File: src/hdl/sale_pkg.sv
// Package with the types, sizes and command codes of the sorted array list engine.
package sale_pkg;

	localparam int DEPTH     = 128;
	localparam int PAYLOAD_W = 32;
	localparam int CNT_W     = $clog2(DEPTH + 1);
	localparam int PFX_STEPS = $clog2(DEPTH);

	typedef enum logic [2:0] {
		CMD_APPEND       = 3'd0,
		CMD_INSERT_FRONT = 3'd1,
		CMD_INSERT_ORDER = 3'd2,
		CMD_REMOVE_LAST  = 3'd3,
		CMD_REMOVE_FIRST = 3'd4,
		CMD_REMOVE_KEY   = 3'd5
	} cmd_t;

	typedef enum logic [1:0] {
		OP_HOLD,
		OP_INSERT,
		OP_REMOVE
	} cell_op_t;

	typedef struct packed {
		logic [2:0]         cmd;
		logic signed [31:0] entry_key;
		logic [31:0]        entry_payload;
	} req_t;

	typedef struct packed {
		logic       done_ok;
		logic [7:0] list_count;
		logic       list_empty;
		logic       list_full;
	} rsp_t;

	typedef struct packed {
		logic signed [31:0]   key;
		logic [PAYLOAD_W-1:0] payload;
	} record_t;

	typedef struct packed {
		cell_op_t op;
		logic     ge;
		logic     ge_prev;
	} cell_ctrl_t;

endpackage

File: src/hdl/sale_prefix.sv
// Prefix OR across the cell row, giving each cell whether a hit lies at or below it.
module sale_prefix (
	input  logic [sale_pkg::DEPTH-1:0] hit,
	output logic [sale_pkg::DEPTH-1:0] ge
);
	import sale_pkg::*;

	always_comb begin
		ge = hit;
		for (int s = 0; s < PFX_STEPS; s++) begin
			ge = ge | (ge << (1 << s));
		end
	end

endmodule

File: config.mk
export PLATFORM = sky130hd
export DESIGN_NAME = sale_prefix
export DESIGN_NICKNAME = d
export VERILOG_FILES = /design/src/hdl/sale_pkg.sv /design/src/hdl/sale_prefix.sv
export SDC_FILE = /design/constraint.sdc
export NUM_CORES = 1
export LEC_CHECK = 0
export BUFFER_PORTS_ARGS = -buffer_cell sky130_fd_sc_hd__buf_2
export CAP_MARGIN = 20
export CORE_AREA = 4 4 98 100
export DETAILED_ROUTE_END_ITERATION = 12
export DIE_AREA = 0 0 102 104
export GPL_TIMING_DRIVEN = 0
export SYNTH_ARGS = -nofsm -noshare
export SYNTH_HDL_FRONTEND = slang
export SYNTH_SLANG_ARGS = --single-unit
File: constraint.sdc
create_clock -name vclk -period 4
set_clock_uncertainty 0.15 [all_clocks]
set_input_delay 0.8 -clock vclk [all_inputs]
set_output_delay 0.8 -clock vclk [all_outputs]
set_load 0.005 [all_outputs]
==> impl_metrics.ini, run 1 <==
[worst_setup_path]
required_ns = 3.05
max_stage_delay_ns = 0.56
worst_setup_path_end_kind = primary output
start_kind = primary input
critPathSlowestCell = or4_4
cp.arrival_ns = 3.26
crit_fanout = 4
crit_chain = buf_6 > or4_4 > buf_6 > or3_4 > or2_4 > or3_4 > or2_4 > or3_1 > buf_2
crit_type = in2out

[power]
power_mw = 0.136
vdd_drop_max_mv = 0.0263
powerDensity_nw_per_um2 = 37.4
leakagePower_nw = 1.35

[placement]
place_hpwl_microns = 10200
portBuffers = 256
routabilityCongestion = 0.820
placed_cells = 645

[yosys]
synthTopCellsByArea = or3_1, nor4_1, nor3_1, nand2_1, nor2_1
syn_nets = 409
yosysTopAreaCell = or3_1
seq_area_frac_synth = 0
syn_inst = 281
synth_area_per_cell_sq_um = 5.66
syn-cell-area_sq_um = 1590
netlist.area_leader.share = 0.126
ys_warn_count = 0
yosysUniqueCellTypes = 32

[layout]
nets = 697
fin_cells = 675
clockBufferCount = 0
nFlopsAndLatches = 0
fill_cells = 963
area_growth_pct = 129
layout-drive-gt1-share = 0.660
antenna_cells = 0
ff_latch_area_sq_um = 0
fin_util = 0.420

[timing]
fin_crit_sh = 1.05
rsz0062_at_grt = yes
hold_viol = 0
relSlewSlack = 0.515
setup_ws_ns = -0.210
drv_slew = 0
hold_ws_ns = 1.70
worst_pin_slew_ns = 0.721
period_minus_slack_ns = 4.21
setup_viol = 37
fmax_mhz = 238

[floorplan]
ios = 256
start_util = 0.183
die-width_microns = 102
core_area_sq_um = 8680
fp.dieH_microns = 104
rows = 34
die_area_sq_um = 10600

[routing]
drt.antenna.violating_nets = 0
routed_wl_microns = 12000
drc = 0
viasPerCell = 5.13
first_pass_iters = 4
detail_route.iter0.violations = 57
wl_per_cell_microns = 17.8
num_vias = 3465

[grt]
grt_pass1_wl_microns = 17300
grt.overflow.total = 0
grt_pass1_vias = 3574
grt_max_degree = 11
grt.total_usage = 0.200
antenna_found_initial = 0

[outcome]
violations = negative setup slack
status = finished, violations left

[min_path]
min_path_cells = 3
holdCritPathClass = in2out
holdCritStartpoint = hit[1]
hold_end = ge[1]

[job]
max_cap_violations = 0
report_power, final:
part           switching, mW  internal [mW]
Clock                      0              0
Sequential                 0              0
Combinational         0.0707         0.0656
Total                 0.0707         0.0656
cells in the final DEF (no fill, tap or decap), types with 6 or more instances in the layout:
cell type | Yosys | final
nand2b_1 | 6 | 6
nor2_1 | 35 | 31
nand4_1 | 16 | 16
nor3_2 | 0 | 6
or2_2 | 15 | 10
or3_1 | 32 | 28
or4_1 | 16 | 11
buf_4 | 3 | 22
nand2_2 | 0 | 11
nor3_1 | 28 | 22
buf_6 | 0 | 23
nand4b_1 | 7 | 7
nand3_2 | 0 | 10
buf_2 | 3 | 247
nand3_1 | 21 | 10
nand2_1 | 37 | 26
nor4_1 | 23 | 18
or4_4 | 1 | 6
stage by stage:
stage | setup WS (ns) | TNS, ns | instance area, sq um
floorplan | 0.0182 | 0 | 1620
detailed placement | -0.476 | -17.73 | 3030
finish | -0.210 | -2.75 | 3650
CTS | -0.353 | -5.02 | 3460
global placement | -0.454 | -17.11 | 3030
global route | -0.267 | -5.94 | 3650
synth_stat cells, drive strengths merged (3+ instances only):
cell / instances
nand2: 37
nor2: 35
or3: 32
nor3: 29
nor4: 24
nand3: 21
nand4: 17
or4: 17
or2: 15
inv: 10
buf: 7
nand4b: 7
nand2b: 6
and3: 5
and2: 4
nand3b: 4
or3b: 3
worst max path at each step:
stage                start       to  slack [ns]  depth (start not counted)
CTS                 hit[3]   ge[75]       -0.35                          9
global placement    hit[6]  ge[125]       -0.45                         11
finish              hit[3]   ge[14]       -0.21                          9
global route        hit[5]   ge[75]       -0.27                          8
floorplan           hit[6]   ge[91]        0.02                          6
detailed placement  hit[6]   ge[94]       -0.48                         11
critical path: cells and delay by family:
family	cells	cell delay, ns
buf+inv	3	0.38
simple gates	6	2.07
what timing repair did:
| item | CTS | global route |
|---|---|---|
| gates cloned | 3 | 0 |
| endpoints found under the hold margin | 0 | 0 |
| setup endpoints to repair | 62 | 66 |
| resized for setup | 68 | 34 |
| hold buffers | 0 | 0 |
| buffers inserted | 21 | 11 |
| pin swaps | 19 | 12 |
routing by layer:
| metal | track usage | wire [microns] | share of wire |
|---|---|---|---|
| met5 | 0 | 0 | 0 |
| met4 | 0.0225 | 140 | 0.012 |
| met3 | 0.0362 | 1120 | 0.093 |
| met2 | 0.450 | 6980 | 0.58 |
| met1 | 0.172 | 3780 | 0.31 |
cell families after synthesis:
family        after synthesis  synth area share
simple gates              262             0.944
buf+inv                    19            0.0558
cell type report:
type	count	area, sq um	share of cell area
multi-input cells	263	1790	0.490
repair buffers	289	1630	0.447
well taps	108	135	0.0370
plain buffers	5	48.8	0.0134
inverters	10	45.0	0.0123
(Power assumes the default switching activity.)
==> run 2, diff against run 1 <==
- CELL_PAD_IN_SITES_DETAIL_PLACEMENT: not set -> 0
- CELL_PAD_IN_SITES_GLOBAL_PLACEMENT: not set -> 1
- CORE_AREA: 4 4 98 100 -> not set
- CORE_MARGIN: not set -> 4
- CORE_UTILIZATION: not set -> 14
- DIE_AREA: 0 0 102 104 -> not set
- PLACE_DENSITY_LB_ADDON: not set -> 0.1
==> impl_metrics.ini, run 2 (synthesis results as in run 1) <==
[floorplan]
core_area_sq_um = 11000
die-width_microns = 115
ios = 256
start_util = 0.145
rows = 38
fp.dieH_microns = 115
die_area_sq_um = 13100

[worst_setup_path]
start_kind = primary input
worst_setup_path_end_kind = primary output
crit_chain = buf_6 > or4_4 > nor4_4 > and3_4 > nand4_4 > or4_4 > or4b_1 > buf_2
crit_type = in2out
startpoint = hit[18]
critPathSlowestCell = or4_4
cp.arrival_ns = 3.25
crit_fanout = 4
path_common_cell = or4_4
path_buf_inv = 2
cp_top_family = simple AND/OR/NAND/NOR gates
required_ns = 3.05
max_stage_delay_ns = 0.54

[grt]
grt_pass1_vias = 3355
antenna_found_initial = 0
grtUsageMet2 = 0.302
use_met1 = 0.183
grt-busiest-layer = met2
grtUsageMet3 = 0.0328
grt.total_usage = 0.157
grt_pass1_wl_microns = 17000
grt.overflow.total = 0
grt_max_degree = 11

[layout]
ff_latch_area_sq_um = 0
final_common_cell = buf_2
design_area_sq_um = 3620
antenna_cells = 0
area_growth_pct = 128
layout-drive-gt1-share = 0.639
clockBufferCount = 0
nFlopsAndLatches = 0
nets = 689
mostFrequentLayoutCells = buf_2, nor2_1, or3_1

[timing]
drv_slew = 0
worst_pin_slew_ns = 0.852
period_minus_slack_ns = 4.20
setup_tns_ns = -2.83
fmax_mhz = 238
fin_crit_sh = 1.05
setup_ws_ns = -0.204
rsz0062_at_grt = yes
setup_viol = 22
relSlewSlack = 0.426
hold_viol = 0

[placement]
portBuffers = 256
place_hpwl_microns = 9920
place_area_sq_um = 3070
routabilityCongestion = 0.843

[min_path]
min_path_cells = 3
hold_end = ge[18]
holdCritPathClass = in2out
holdCritStartpoint = hit[18]

[power]
p_sw_mw = 0.0690
vdd_drop_max_mv = 0.0254
leakagePower_nw = 1.35
power_frac_seq = 0
powerDensity_nw_per_um2 = 37.4
p_int_mw = 0.0666
p_sw_frac = 0.509
combPwrFrac = 1.000
clkPwrFrac = 0
power_mw = 0.136

[job]
max_cap_violations = 0

[outcome]
status = finished, violations left
violations = negative setup slack

[routing]
detail_route.iter0.violations = 133
viasPerCell = 4.85
wl_per_cell_microns = 16.4
num_vias = 3388
routed_wl_microns = 11500
drt.antenna.violating_nets = 0
first_pass_iters = 4
drc = 0

[cts]
cts_hold_buf = 0
[run 2: timing repair]
item / 4_1_cts / 5_1_grt
setup endpoints to repair: 65 / 67
setup buffers: 18 / 6
pin swaps: 16 / 16
resized for setup: 52 / 41
cloned: 1 / 0
[run 2: tightest hold or removal path: cells and delay by family]
kind | cells | cell delay (ns)
buffers and inverters | 2 | 0.17
and+or+nand+nor | 1 | 0.08
[run 2: stage by stage]
step	utilization	setup slack, ns	hold slack (ns)	instances
floorplan	-	0.0182	1.53	281
global placement	0.280	-0.481	1.71	677
detailed placement	0.280	-0.532	1.72	677
CTS	0.311	-0.310	1.72	695
global route	0.330	-0.312	1.71	699
finish	0.330	-0.204	1.70	699
[run 2: worst max path at each step]
stage	to	slack, ns	cells past startpoint
after detailed placement	ge[113]	-0.53	11
final	ge[75]	-0.20	8
after CTS	ge[91]	-0.31	9
after global placement	ge[119]	-0.48	12
after global routing	ge[67]	-0.31	12
after floorplan	ge[91]	0.02	6
[run 2: layer usage]
metal  wire length (microns)  up-vias  share of wire
met4                     108        0         0.0094
met5                       0        -              0
met2                    6080      170           0.53
met3                    1100        8          0.096
met1                    4210     1573           0.37
li1                        -     1637              -
[run 2: area by class of cell]
| type | instances | area (sq um) |
|---|---|---|
| multi-input combinational | 262 | 1750 |
| inverter | 10 | 50.0 |
| buffer | 7 | 81.3 |
| tap | 140 | 175 |
| timing repair buffer | 280 | 1570 |
| fill | 1221 | 7360 |
[run 2: power by group through the flow]
stage / registers (mW) / logic (mW) / clock network [mW]
4_1_cts: 0 / 0.129 / 0
2_1_floorplan: 0 / 0.0301 / 0
6_report: 0 / 0.136 / 0
3_3_place_gp: 0 / 0.122 / 0
5_1_grt: 0 / 0.150 / 0
3_5_place_dp: 0 / 0.123 / 0
