<file path="config.mk">
export PLATFORM = sky130hd
export DESIGN_NAME = sale_cell
export DESIGN_NICKNAME = d
export VERILOG_FILES = /design/src/hdl/sale_pkg.sv /design/src/hdl/sale_cell.sv
export SDC_FILE = /design/constraint.sdc
export NUM_CORES = 1
export LEC_CHECK = 0
export ABC_AREA = 1
export BUFFER_PORTS_ARGS = -buffer_cell sky130_fd_sc_hd__buf_2
export CAP_MARGIN = 30
export CORE_AREA = 2 2 116 118
export CTS_BUF_LIST = sky130_fd_sc_hd__clkbuf_2 sky130_fd_sc_hd__clkbuf_4 sky130_fd_sc_hd__clkbuf_8
export CTS_CLUSTER_SIZE = 20
export DETAILED_ROUTE_END_ITERATION = 6
export DIE_AREA = 0 0 118 120
export PLACE_DENSITY = 0.68
export SYNTH_ARGS = -nofsm -noshare
export SYNTH_HDL_FRONTEND = slang
export SYNTH_SLANG_ARGS = --single-unit
export TNS_END_PERCENT = 5
</file>
<file path="constraint.sdc">
create_clock -name clk -period 5.3 [get_ports clk]
set_clock_uncertainty 0.15 [all_clocks]
set_input_delay 1.06 -clock clk [delete_from_list [all_inputs] [get_ports clk]]
set_output_delay 1.06 -clock clk [all_outputs]
set_load 0.01 [all_outputs]
</file>
<file path="src/hdl/sale_pkg.sv">
// Package with the types, sizes and command codes of the sorted array list engine.
package sale_pkg;

	localparam int DEPTH     = 128;
	localparam int PAYLOAD_W = 32;
	localparam int CNT_W     = $clog2(DEPTH + 1);
	localparam int PFX_STEPS = $clog2(DEPTH);

	typedef enum logic [2:0] {
		CMD_APPEND       = 3'd0,
		CMD_INSERT_FRONT = 3'd1,
		CMD_INSERT_ORDER = 3'd2,
		CMD_REMOVE_LAST  = 3'd3,
		CMD_REMOVE_FIRST = 3'd4,
		CMD_REMOVE_KEY   = 3'd5
	} cmd_t;

	typedef enum logic [1:0] {
		OP_HOLD,
		OP_INSERT,
		OP_REMOVE
	} cell_op_t;

	typedef struct packed {
		logic [2:0]         cmd;
		logic signed [31:0] entry_key;
		logic [31:0]        entry_payload;
	} req_t;

	typedef struct packed {
		logic       done_ok;
		logic [7:0] list_count;
		logic       list_empty;
		logic       list_full;
	} rsp_t;

	typedef struct packed {
		logic signed [31:0]   key;
		logic [PAYLOAD_W-1:0] payload;
	} record_t;

	typedef struct packed {
		cell_op_t op;
		logic     ge;
		logic     ge_prev;
	} cell_ctrl_t;

endpackage

</file>
<file path="src/hdl/sale_cell.sv">
// One list position: holds a record, compares it against the probe key and shifts.
module sale_cell (
	input  logic                clk,
	input  logic                capture,
	input  logic signed [31:0]  probe_key,
	input  sale_pkg::cell_ctrl_t ctrl,
	input  sale_pkg::record_t   new_rec,
	input  sale_pkg::record_t   left_rec,
	input  sale_pkg::record_t   right_rec,
	output sale_pkg::record_t   rec,
	output logic                lt,
	output logic                eq
);
	import sale_pkg::*;

	record_t rec_q;
	logic    lt_q;
	logic    eq_q;

	always_ff @(posedge clk) begin
		if (capture) begin
			lt_q <= rec_q.key < probe_key;
			eq_q <= rec_q.key == probe_key;
		end
	end

	always_ff @(posedge clk) begin
		if (ctrl.op == OP_INSERT && ctrl.ge) begin
			rec_q <= ctrl.ge_prev ? left_rec : new_rec;
		end else if (ctrl.op == OP_REMOVE && ctrl.ge) begin
			rec_q <= right_rec;
		end
	end

	assign rec = rec_q;
	assign lt  = lt_q;
	assign eq  = eq_q;

endmodule

</file>
==> impl_metrics.yaml, run 1 <==
sta:
  setup_viol: 0
  report.final.slew_viol_count: 0
  hold_viol: 0
  setup_tns_ns: 0
  min_period_ns: 2.93
  worst_slew_pin_slew_ns: 0.726
  max_freq_mhz: 341
  fin_crit_sh: 0.553
  slew_headroom: 0.516
  rsz0062_at_grt: "false"
finish:
  nNetsFinal: 1109
  drive_gt1_frac: 0.388
  postLayoutCellArea_um2: 6220
  seq_area_um2: 1980
  multi_input_area_um2: 1900
  syn2layout_area_growth_pct: 39.6
  nFillCells: 1351
route:
  routed_via_density: 4.36
  drt_iter0_drc: 151
  ant_nets: 0
  drc: 0
  drt_pass1_iterations: 4
  wl_mm: 13.6
  vias: 4491
  wl_per_cell_um: 13.2
critical_path:
  critPathSlowestCell: "clkinv_2"
  crit_arrival_ns: 2.78
  crit_family: "buffers and inverters"
  crit_fanout: 52
  crit_type: "in2reg"
  cp_num_buf_inv: 5
  slowest_delay_ns: 0.50
  startpoint_type: "primary input"
  crit_required_ns: 5.15
  endpoint_kind: "flop"
  crit_path_cell_trace: "buf_2 -> inv_2 -> nor3_2 -> clkinv_2 -> nand2_2 -> buf_12 -> buf_4"
clock_tree:
  htree_levels: 3
  cts-root-buf: "clkbuf_8"
  postCtsResizedCells: 0
  clock_latency_ns: 0.33
  hold_buffers: 0
  post_cts_buffers: 0
  tritoncts: "yes"
  cts_buffers: 9
  cts.sinks: 66
  cts.path.max_buffers: 2
  path_clk_slew_ns: 0.07
yosys:
  yosysWarnings: 0
  yosys_most_used_dff: "edfxtp_1"
  synth_area_um2: 4450
  syn_area_per_cell_um2: 7.88
  synth_seq_cells: 66
  synth_top_cell_by_area: "edfxtp_1"
  synthTopCellsByCount: "163 x nand2_1, 101 x inv_1, 77 x o21ai_1"
  syn_inst: 565
  ys_types: 25
  synthTopCellsByArea: "edfxtp_1 45%, nand2_1 14%, ha_1 9.0%, o21ai_1 8.7%, inv_1 8.5%"
  async_reset_ff_frac: 0
  yosysTopAreaCellShare: 0.445
  synth.most_common_cell: "nand2_1"
  synth-edff-count: 66
  syn_nets: 827
  ys_seq_area_frac: 0.445
die:
  die_y_um: 120
  start_util: 0.343
  std_cell_rows: 42
  die_w_um: 118
  num_io_pins: 296
  core_region_area_um2: 13000
  die_area_um2: 14200
global_route:
  grt_pass1_vias: 4304
  grt_start_max_net_pins: 88
  grt_pass1_wl_mm: 20.9
  overflow: 0
  antenna_found_initial: 1
  grt_util_all_layers: 0.190
pwr:
  p_leak_nw: 3.40
  power.density_nw_per_um2: 227
  vdd_drop_max_mv: 0.105
hold_path:
  min_path_type: "reg2reg"
place:
  portBuffers: 295
  place_hpwl_mm: 11.3
  gp_congestion: 0.892
  place_area_um2: 6010
status:
  outcome: "completed"
job:
  max_cap_violations: 0
==> metal layers <==
layer / track usage / wire length [um] / vias to the layer above / share of wire
li1: - / - / 2395 / -
met2: 0.319 / 6640 / 144 / 0.49
met3: 0.0433 / 663 / 38 / 0.049
met1: 0.230 / 5720 / 1914 / 0.42
met4: 0.0896 / 550 / 0 / 0.041
met5: 0 / 0 / - / 0
==> logic make-up (layout without fill, tap and decap cells) <==
family,count (synthesis),count (layout),synth area share
other,0,1,0
buffers and inverters,136,423,0.130
adders and majority gates,32,32,0.0899
AOI/OAI and AO/OA,145,145,0.164
and+or+nand+nor,186,186,0.171
DFF,66,66,0.445
==> power by group <==
part | switching, W | total (W) | internal, W
registers | 0.0000233 | 0.000655 | 0.000632
logic | 0.000188 | 0.000346 | 0.000158
clock network | 0.000191 | 0.000410 | 0.000219
==> placed cells by master, fill, tap and decap left out, drive strengths merged <==
cell type	n
buf	299
nand2	166
o21ai	130
inv	107
edfxtp	66
ha	32
a21oi	13
clkbuf	10
nor2	10
nand3	4
clkinv	4
clkinvlp	2
nor3	2
nand4	2
diode	1
a21o	1
and2	1
o21a	1
and3b	1
bufinv	1
==> final timing paths <==
check,cells past startpoint,startpoint,end,slack (ns)
setup / recovery,7,ctrl[2],rec[12]$_DFFE_PP_,2.37
hold / removal,3,rec[63]$_DFFE_PP_,lt$_DFFE_PP_,0.71
setup reg to reg,11,rec[49]$_DFFE_PP_,lt$_DFFE_PP_,3.40
hold reg to reg,3,rec[63]$_DFFE_PP_,lt$_DFFE_PP_,0.71
==> registers in the layout (all words and copies together) (netlist names) <==
signal and flops:
rec 64, eq 1, lt 1
==> through the flow <==
step	hold WS, ns	power [W]	setup slack, ns	std cells	util
global route	0.749	0.00150	2.21	1029	0.479
global placement	0.707	0.00101	1.47	1011	0.463
CTS	0.718	0.00143	1.78	1027	0.477
detailed placement	0.712	0.00102	1.42	1011	0.463
floorplan	0.659	0.000848	1.86	565	-
finish	0.706	0.00141	2.37	1029	0.479
==> tightest hold or removal path: stages (launching register included) <==
cell      delay [ns]
edfxtp_1        0.38
ha_1            0.23
nand3_1         0.09
nand2_1         0.06
==> final cells by class <==
type                       count  area share
tap                          176      0.0354
sequential                    66       0.319
antenna                        1    0.000402
multi-input combinational    363       0.305
timing repair buffer         299       0.245
clock buffer                  10      0.0211
inverter                     108      0.0654
clock inverter                 6     0.00926
Note: power is estimated with default switching activity, not from simulation.
==> run 2: changes to the inputs <==
CORE_AREA = 2 2 113 115   (was 2 2 116 118)
DIE_AREA = 0 0 115 117   (was 0 0 118 120)
PLACE_DENSITY = 0.71   (was 0.68)
clock period = 2.8 ns   (was 5.3 ns; I/O delays follow)
==> run 2 against run 1 <==
Clock power rose by 61%; routed wire length fell by 3.7%; worst hold slack got worse by 0.40 ns; cell area fell by 0.48%; critical path type is now reg2reg.
==> impl_metrics.yaml, run 2 (synthesis results as in run 1) <==
place:
  place_area_um2: 6030
  gp_congestion: 0.906
  portBuffers: 295
  pre_cts_slack_ns: 0.667
  place_hpwl_mm: 10.7
critical_path:
  crit_required_ns: 2.75
  slowest_delay_ns: 0.42
  crit_type: "reg2reg"
  crit_family: "simple AND/OR/NAND/NOR gates"
  cp_num_buf_inv: 1
  crit_arrival_ns: 1.83
  crit_fanout: 2
  r2r_cells: 10
  path_depth: 10
  endpoint_kind: "flop"
  critPathSlowestCell: "edfxtp_1"
  crit_path_frequent_cell: "nand2_1"
  startpoint_type: "flop"
  crit_path_cell_trace: "ha_1 -> nand2_1 -> inv_2 -> nand3_1 -> nor3_1 -> nand2_1 -> nand2_2 -> nand2_2 -> nand3_1 -> nand2_1"
finish:
  largest_register_ffs: 64
  syn2layout_area_growth_pct: 38.9
  utilization: 0.503
  drive_gt1_frac: 0.387
  nNetsFinal: 1111
  postLayoutCellArea_um2: 6190
  final_cell_mix: "294 x buf_2, 162 x nand2_1, 101 x inv_1"
  final_common_cell: "buf_2"
  n_antenna_cell: 0
  nFillCells: 1249
  seq_area_um2: 1980
  multi_input_area_um2: 1900
sta:
  worst_slew_pin_slew_ns: 0.525
  fin_crit_sh: 0.672
  slew_headroom: 0.650
  setup_viol: 0
  min_period_ns: 1.88
  rsz0062_at_grt: "false"
  max_freq_mhz: 532
  worst_slack_ns: 0.919
  hold_viol: 0
  setup_tns_ns: 0
  report.final.slew_viol_count: 0
route:
  vias: 4499
  drc: 0
  drt_iter0_drc: 195
  wl_mm: 13.1
  ant_nets: 0
  wl_per_cell_um: 13.0
  drt_pass1_iterations: 4
  routed_via_density: 4.49
status:
  outcome: "completed"
clock_tree:
  cts-root-buf: "clkbuf_8"
  htree_levels: 3
  hold_buffers: 0
  postCtsResizedCells: 0
  path_clk_slew_ns: 0.07
  cts_buffers: 9
  cts.path.max_buffers: 2
  cts.sinks: 66
  post_cts_buffers: 0
  clock_latency_ns: 0.34
  tritoncts: "yes"
die:
  die_y_um: 117
  die_area_um2: 13500
  num_io_pins: 296
  std_cell_rows: 41
  die_w_um: 115
  start_util: 0.362
  core_region_area_um2: 12300
global_route:
  grt_util_all_layers: 0.188
  grt_pass1_vias: 4002
  grt_pass1_wl_mm: 19.3
  grt_start_max_net_pins: 75
  overflow: 0
  antenna_found_initial: 0
pwr:
  seqPwrFrac: 0.482
  power_frac_clock: 0.258
  total_power_w: 0.00256
  vdd_drop_max_mv: 0.234
  switchingPower_w: 0.000742
  switching_share: 0.290
  p_int_w: 0.00181
  p_comb_frac: 0.260
  power.density_nw_per_um2: 413
  p_leak_nw: 3.41
hold_path:
  min_delay_path_depth: 1
  min_path_type: "in2reg"
job:
  max_cap_violations: 0
[run 2: changes by cell type in the layout (fill, tap and decap cells not counted), sizes merged]
| cell | previous run | this run |
|---|---|---|
| clkinv | 4 | 5 |
| clkinvlp | 2 | 1 |
| diode | 1 | 0 |
| bufinv | 1 | 0 |
| buf | 299 | 301 |
[run 2: final cells by class]
cell class              count  share of cell area
clock buffers              10              0.0212
well taps                 150              0.0303
repair buffers            301               0.252
inverters                 108              0.0657
clock inverters             5             0.00364
flip-flops and latches     66               0.320
multi-input cells         363               0.306
[run 2: worst reg2reg max path: stages (launching register included)]
cell and delay [ns]:
edfxtp_1 0.42, ha_1 0.31, nand2_1 0.07, inv_2 0.05, nand3_1 0.06, nor3_1 0.23
nand2_1 0.11, nand2_2 0.07, nand2_2 0.05, nand3_1 0.06, nand2_1 0.06
[run 2: per-stage QoR]
stage,cells,hold WS [ns]
4_1_cts,1003,0.283
3_5_place_dp,988,0.661
3_3_place_gp,988,0.649
6_report,1003,0.309
2_1_floorplan,565,0.522
5_1_grt,1003,0.283
[run 2: worst paths after layout]
kind	from	endpoint	slack [ns]
max	rec[43]$_DFFE_PP_	lt$_DFFE_PP_	0.92
min	capture	lt$_DFFE_PP_	0.31
max reg2reg	rec[43]$_DFFE_PP_	lt$_DFFE_PP_	0.92
min reg2reg	rec[63]$_DFFE_PP_	lt$_DFFE_PP_	0.69
[run 2: metal layers]
layer | vias to the layer above | track usage | routed length (um)
met1 | 1920 | 0.238 | 5430
met4 | 0 | 0.0731 | 340
met3 | 24 | 0.0469 | 758
li1 | 2399 | - | -
met5 | - | 0 | 0
met2 | 156 | 0.311 | 6540
[run 2: power by group through the flow]
stage               sequential (W)  combinational (W)  clock (W)
CTS                        0.00123           0.000672   0.000693
floorplan                  0.00130           0.000308          0
detailed placement         0.00125           0.000670          0
finish                     0.00123           0.000665   0.000660
global placement           0.00125           0.000661          0
global route               0.00124           0.000757   0.000723
==> run 3: changes to the inputs <==
ABC_AREA = 0   (was 1)
CORE_AREA = 2 2 114 116   (was 2 2 113 115)
DIE_AREA = 0 0 116 118   (was 0 0 115 117)
PLACE_DENSITY = 0.7   (was 0.71)
clock period = 1.6 ns   (was 2.8 ns; I/O delays follow)
==> run 3 against run 2 <==
Largest cell class unchanged; fmax fell by 7.0%; cell area rose by 1.7%; sequential power rose by 78%; critical path depth fell by 3; final cell count fell by 11%; the flow now finishes with violations (negative setup slack); utilization rose by 0.45 points; global-route usage fell by 0.90 points; worst hold slack got worse by 0.25 ns; synthesized area fell by 7.6%.
==> impl_metrics.yaml, run 3 <==
yosys:
  yosysTopAreaCellShare: 0.482
  ys_seq_area_frac: 0.482
  async_reset_ff_frac: 0
  synthTopCellsByArea: "edfxtp_1 48%, mux2i_1 16%, ha_1 9.7%, o21ai_0 8.3%, nand2_1 6.5%"
  synth-edff-count: 66
  ys_types: 29
  synth_area_um2: 4120
  synthTopCellsByCount: "71 x nand2_1, 68 x o21ai_0, 66 x edfxtp_1"
  yosysWarnings: 0
  syn_area_per_cell_um2: 10.4
  syn_nets: 658
  syn_inst: 396
  synth.most_common_cell: "nand2_1"
  yosys_most_used_dff: "edfxtp_1"
  synth_top_cell_by_area: "edfxtp_1"
  synth_seq_cells: 66
sta:
  slew_headroom: 0.659
  rsz0062_at_grt: "true"
  worst_slew_pin_slew_ns: 0.511
  max_freq_mhz: 495
  min_period_ns: 2.02
  hold_viol: 0
  report.final.slew_viol_count: 0
  setup_viol: 2
  fin_crit_sh: 1.26
  worst_slack_ns: -0.421
pwr:
  p_leak_nw: 3.28
  power.density_nw_per_um2: 765
  vdd_drop_max_mv: 0.339
clock_tree:
  cts-root-buf: "clkbuf_8"
  cts.path.max_buffers: 2
  hold_buffers: 0
  tritoncts: "yes"
  cts.sinks: 66
  htree_levels: 3
  cts_buffers: 9
  path_clk_slew_ns: 0.07
  clock_latency_ns: 0.34
critical_path:
  crit_fanout: 2
  crit_arrival_ns: 1.96
  crit_required_ns: 1.54
  startpoint_type: "flop"
  crit_path_cell_trace: "ha_1 -> buf_4 -> nand4_1 -> nor4_2 -> buf_4 -> o31a_1 -> o22ai_2"
  slowest_delay_ns: 0.40
  crit_type: "reg2reg"
  endpoint_kind: "flop"
  critPathSlowestCell: "edfxtp_1"
  crit_path_frequent_cell: "buf_4"
route:
  drt_iter0_drc: 83
  wl_per_cell_um: 14.1
  drt_pass1_iterations: 4
  ant_nets: 0
  routed_via_density: 4.63
  vias: 4140
  drc: 0
  wl_mm: 12.6
global_route:
  overflow: 0
  grt_util_all_layers: 0.179
  antenna_found_initial: 0
  grt_start_max_net_pins: 63
  grt_pass1_wl_mm: 19.1
  grt_pass1_vias: 4114
die:
  die_w_um: 116
  die_y_um: 118
  start_util: 0.331
  die_area_um2: 13700
  std_cell_rows: 41
  core_region_area_um2: 12400
  num_io_pins: 296
status:
  violations: "negative setup slack"
  outcome: "finished with violations"
place:
  dp_cells: 879
  gp_congestion: 0.877
  place_area_um2: 6090
  portBuffers: 295
  place_hpwl_mm: 10.5
finish:
  final_common_cell: "buf_2"
  nNetsFinal: 981
  nFillCells: 1167
  syn2layout_area_growth_pct: 53.0
  postLayoutCellArea_um2: 6290
  final_cell_mix: "294 x buf_2, 71 x nand2_1, 67 x o21ai_0"
  largest_register_ffs: 64
  drive_gt1_frac: 0.491
  fin_cells: 895
  n_antenna_cell: 0
hold_path:
  min_path_type: "in2reg"
job:
  max_cap_violations: 0
-- run 3: changes by cell type after synthesis, sizes merged, moves of 3 or more --
| cell | previous run | this run |
|---|---|---|
| buf | 22 | 12 |
| clkbuf | 6 | 9 |
| inv | 108 | 32 |
| mux2i | 0 | 64 |
| nand2 | 166 | 71 |
| nand4 | 2 | 8 |
| nor2 | 10 | 3 |
| o21ai | 130 | 68 |
-- run 3: logic make-up after synthesis --
family,after synthesis,share of synthesized area
simple gates,91,0.0943
buf+inv,53,0.0517
compound gates,89,0.117
flops,66,0.482
mux,64,0.156
fa+ha+maj,32,0.0973
xor+xnor,1,0.00213
-- run 3: through the flow --
stage | setup TNS [ns] | total power (W) | utilization | worst slack (ns) | hold WS, ns
floorplan | -0.384 | 0.00279 | - | -0.298 | 0.282
global placement | -4.26 | 0.00345 | 0.491 | -0.434 | 0.407
detailed placement | -5.26 | 0.00350 | 0.491 | -0.489 | 0.406
CTS | -0.710 | 0.00487 | 0.506 | -0.448 | 0.0373
global route | -0.851 | 0.00510 | 0.507 | -0.511 | 0.0417
finish | -0.657 | 0.00482 | 0.507 | -0.421 | 0.0604
-- run 3: path summary, 6_finish.rpt --
kind | cells past startpoint | endpoint | start | slack [ns]
setup / recovery | 7 | lt$_DFFE_PP_ | rec[49]$_DFFE_PP_ | -0.42
hold / removal | 1 | lt$_DFFE_PP_ | capture | 0.06
setup reg to reg | 7 | lt$_DFFE_PP_ | rec[49]$_DFFE_PP_ | -0.42
hold reg to reg | 3 | eq$_DFFE_PP_ | rec[34]$_DFFE_PP_ | 0.71
-- run 3: final cells by class --
type                            count  area (um2)  share of cell area
Tap cell                          172         215              0.0342
Clock buffer                       10         131              0.0209
Multi-Input combinational cell    277        1970               0.313
Timing Repair Buffer              333        1830               0.290
Sequential cell                    66        1980               0.315
Clock inverter                      5        46.3             0.00735
Inverter                           32         120              0.0191
-- run 3: critical path: cells and delay by family, from the launching register on --
kind	cells	cell delay, ns
adders and majority gates	1	0.31
AOI/OAI and AO/OA	2	0.24
and+or+nand+nor	2	0.41
buffers and inverters	2	0.27
DFF	1	0.40
-- run 3: timing repair --
item | CTS | global route
pin swaps | 3 | 0
setup buffers | 1 | 0
resized for setup | 0 | 2
setup endpoints to repair | 2 | 2
-- run 3: power by group --
| part | internal (W) | switching [W] | total (W) |
|---|---|---|---|
| registers | 0.00211 | 0.0000750 | 0.00219 |
| clock network | 0.000711 | 0.000637 | 0.00135 |
| logic | 0.000657 | 0.000622 | 0.00128 |
| total | 0.00348 | 0.00133 | 0.00482 |
-- run 3: routing by layer --
metal,GRT usage,routed length (um),vias up
met5,0,0,-
met3,0.0340,817,20
met2,0.333,6700,189
li1,-,-,2069
met4,0.0737,276,0
met1,0.194,4830,1862
